--- src/sv/fhdf_pkg.sv ---
// Shared types, constants and the FNV-1a byte fold for the frame hash duplicate filter.
package fhdf_pkg;

    // FNV-1a 32-bit constants.
    localparam logic [31:0] FNV_BASIS = 32'd2166136261;
    localparam logic [31:0] FNV_PRIME = 32'd16777619;

    // Default number of hashes held in the history.
    localparam int HISTORY_DEPTH_DEF = 512;

    // Transaction kinds on the kind port.
    localparam logic [1:0] KIND_BYTE  = 2'd0;
    localparam logic [1:0] KIND_EMPTY = 2'd1;
    localparam logic [1:0] KIND_CLEAR = 2'd2;

    // Controller states.
    typedef enum logic [1:0] {
        ST_IDLE,
        ST_SCAN,
        ST_APPEND
    } state_t;

    // Control from the controller to the hash unit.
    typedef struct packed {
        logic fold;
        logic restart;
    } hash_ctl_t;

    // Fold one byte into a running hash: xor, then multiply modulo 2^32.
    function automatic logic [31:0] fnv_fold(input logic [31:0] h, input logic [7:0] b);
        logic [31:0] x;
        x = h ^ {24'd0, b};
        return x * FNV_PRIME;
    endfunction

endpackage

--- src/sv/fhdf_hasher.sv ---
// Running FNV-1a hash register with its one-byte fold unit.
module fhdf_hasher (
    input  logic                clk,
    input  logic                rst_n,
    input  fhdf_pkg::hash_ctl_t ctl,
    input  logic [7:0]          key_byte,
    output logic [31:0]         fold_hash
);
    import fhdf_pkg::*;

    logic [31:0] running_reg;
    logic [31:0] running_next;

    // The fold of the current byte into the hash so far.
    assign fold_hash = fnv_fold(running_reg, key_byte);

    // A finished or discarded key restarts from the offset basis.
    always_comb
    begin
        running_next = running_reg;
        if (ctl.restart)
        begin
            running_next = FNV_BASIS;
        end
        else if (ctl.fold)
        begin
            running_next = fold_hash;
        end
    end

    always_ff @(posedge clk or negedge rst_n)
    begin
        if (!rst_n)
        begin
            running_reg <= FNV_BASIS;
        end
        else
        begin
            running_reg <= running_next;
        end
    end

endmodule

--- config.mk ---
export PLATFORM = sky130hd
export DESIGN_NAME = fhdf_hasher
export DESIGN_NICKNAME = d
export VERILOG_FILES = /design/src/sv/fhdf_pkg.sv /design/src/sv/fhdf_hasher.sv
export SDC_FILE = /design/constraint.sdc
export NUM_CORES = 1
export LEC_CHECK = 0
export ABC_AREA = 1
export BUFFER_PORTS_ARGS = -buffer_cell sky130_fd_sc_hd__buf_2
export CAP_MARGIN = 25
export CORE_MARGIN = 2
export CORE_UTILIZATION = 45
export CTS_CLUSTER_SIZE = 28
export DETAILED_ROUTE_END_ITERATION = 10
export PLACE_DENSITY_LB_ADDON = 0.05
export SETUP_SLACK_MARGIN = 0.1
export SYNTH_ARGS = -nofsm -noshare
export SYNTH_HDL_FRONTEND = slang
export SYNTH_SLANG_ARGS = --single-unit
--- constraint.sdc ---
create_clock -name clk -period 11.7 [get_ports clk]
set_clock_uncertainty 0.15 [all_clocks]
set_input_delay 1.17 -clock clk [delete_from_list [all_inputs] [get_ports clk]]
set_output_delay 1.17 -clock clk [all_outputs]
set_load 0.02 [all_outputs]
==> metrics.cfg <==
[hold_path]
min_path_type = reg2reg
worstHoldStart = running_reg[0]

[timing]
max_freq_ghz = 0.1308
period_share_pct = 65.34
drv_slew = 0
worst_slew_margin_rel_pct = 38.25
rsz0062_at_grt = false
final-setup-viol-count = 0
fin_setup_tns_ns = 0
hold_viol_final = 0
finalCriticalPeriod_ns = 7.644
worst_slew_pin_slew_ns = 0.9262

[floorplanning]
core_area_sq_um = 16000
dieArea_sq_um = 17500
initial_core_util_pct = 46.28
fp-row-count = 46
die_h_um = 132.3
die_w_um = 132.3
pin_count = 44

[clocking]
post-cts-setup-buffers = 0
cts.sinks = 32
cts_tree = yes
clk_pin_slew_ns = 0.06
cts_resized = 0
cts_max_level = 2
postCtsHoldBufs = 0
clk_path_buf_depth = 2
clock_latency_ns = 0.30
root_buffer = clkbuf_16
cts_made_buffers = 5

[setup_path]
critical_path_class = in2out
cp_data_arrival_time_ns = 6.32
cp_max_fo = 4
reg2reg_from = running_reg[2]
end_kind = output port
startpoint_type = input pin
cp-startpoint = key_byte[1]
required_ns = 10.38

[detailed_routing]
vias = 5746
antenna_left = 0
wl_um = 19290
drcViolationCount = 0
wl_per_cell_um = 16.49
drt_iter0_drc = 251
firstDrtPassIters = 5
via_per_inst = 4.911

[final_layout]
layout_common_cells = inv_1, ha_1, nand2_1
antennaDiodeCount = 0
layout_commonest_cell = inv_1
drive_gt1_share_pct = 7.966
multi_input_area_sq_um = 5707
seqCellArea_sq_um = 818.3
nFillCells = 1704
fin_nets = 1223
synthToLayoutAreaGrowth_pct = 8.804
largest_register_ffs = 32
utilization_pct = 50.35

[global_route]
grt_max_degree = 33
grtUsageTotal_pct = 23.52
antenna_found_initial = 0
grt_pass1_vias = 6145
grt_pass1_wl_um = 31750
grt.overflow.total = 0

[placed_design]
dp_hpwl_um = 16820
place.gp.congestion = 0.8976
port_buffers = 43

[run_status]
status = completed

[yosys]
synth_top_cells_by_area = ha_1, fa_1, inv_1, nand2_1, dfrtp_1
synth_cells = 905
yosys_register_bits = 32
ys_seq_area_share_pct = 11.05
synth.distinct_cells = 34
syn_avg_cell_area_sq_um = 8.182
synth_fp_nets = 1175
synth_top_area_share_pct = 31.09
syn_area_sq_um = 7405
yosysWarnings = 0
synth_top_area_cell = ha_1

[job]
maxCapViolations = 0

[worst paths after layout]
kind / to / slack (ns) / cells after the start
max reg2reg: running_reg[17] / 6.03 / 21
max: fold_hash[31] / 4.06 / 23
min: running_reg[0] / 0.37 / 2
max in group asynchronous: running_reg[9] / 9.96 / 1
min in group asynchronous: running_reg[28] / 0.86 / 1
min reg2reg: running_reg[0] / 0.37 / 2
[cell usage after synthesis]
| cell | number |
|---|---|
| inv_1 | 231 |
| ha_1 | 184 |
| nand2_1 | 143 |
| fa_1 | 74 |
| nor2_1 | 50 |
| a21oi_1 | 42 |
| nand3_1 | 35 |
| xor2_1 | 23 |
| dfrtp_1 | 18 |
| o21ai_0 | 16 |
| dfstp_2 | 14 |
| and2_1 | 10 |
| nand4_1 | 9 |
| xnor2_1 | 9 |
| a21o_1 | 5 |
| a22o_1 | 5 |
| nand3b_1 | 5 |
| clkbuf_1 | 4 |
| o22a_1 | 4 |
| o211ai_1 | 3 |
| o21a_1 | 3 |
| nor2_2 | 2 |
| nor3_1 | 2 |
| nor3_2 | 2 |
| o21bai_1 | 2 |
| or2_1 | 2 |
| a21boi_0 | 1 |
| a21boi_1 | 1 |
| a21boi_2 | 1 |
| nand2_2 | 1 |
| nand3_2 | 1 |
| o21ai_1 | 1 |
| o21ai_2 | 1 |
| or2_2 | 1 |
[area by class of cell]
class,count,area share (%)
Sequential cell,32,10.16
Tap cell,216,3.355
Inverter,231,10.76
Clock inverter,2,0.4348
Multi-Input combinational cell,638,70.83
Timing Repair Buffer,45,2.858
Clock buffer,6,1.600
[metrics by stage]
step	std cells	cell area, sq um	setup WS (ns)	hold WS [ns]
2_1_floorplan	905	7405	5.024	0.3311
3_3_place_gp	1162	7893	4.060	0.3512
3_5_place_dp	1162	7893	4.091	0.3675
4_1_cts	1170	8056	4.062	0.3755
5_1_grt	1170	8056	3.712	0.3867
6_report	1170	8056	4.056	0.3709
[cell families after synthesis]
family / Yosys count / share of synthesized area (%)
buf+inv: 235 / 11.91
flops: 32 / 11.05
xor+xnor: 32 / 3.785
fa+ha+maj: 258 / 51.10
compound gates: 85 / 6.843
simple gates: 263 / 15.31
[metal layers]
layer  global-route usage (%)  routed length [um]  share of wire, %  vias to the layer above
li1                         -                   -                 -                     2939
met1                    31.14                9080                47                     2699
met2                    40.74                9199                48                       81
met3                    2.153                 507               2.6                       27
met4                    7.348                 506               2.6                        0
met5                        0                   0                 0                        -
[critical path: stages]
cell,delay [ns]
buf_2,0.10
xor2_1,0.60
ha_1,0.35
ha_1,0.23
fa_1,0.47
ha_1,0.24
fa_1,0.48
ha_1,0.29
inv_1,0.05
fa_1,0.52
inv_1,0.04
ha_1,0.34
nand2_1,0.13
nor2_1,0.07
and2_1,0.17
nand2_1,0.06
nand3_1,0.18
nand3_1,0.12
inv_1,0.04
nor2_1,0.20
nand3_1,0.13
and2_1,0.17
buf_2,0.15
Power is left out: the tool's default activity adds up to more than one toggle a clock period on the data nets, which glitch-free logic cannot reach.
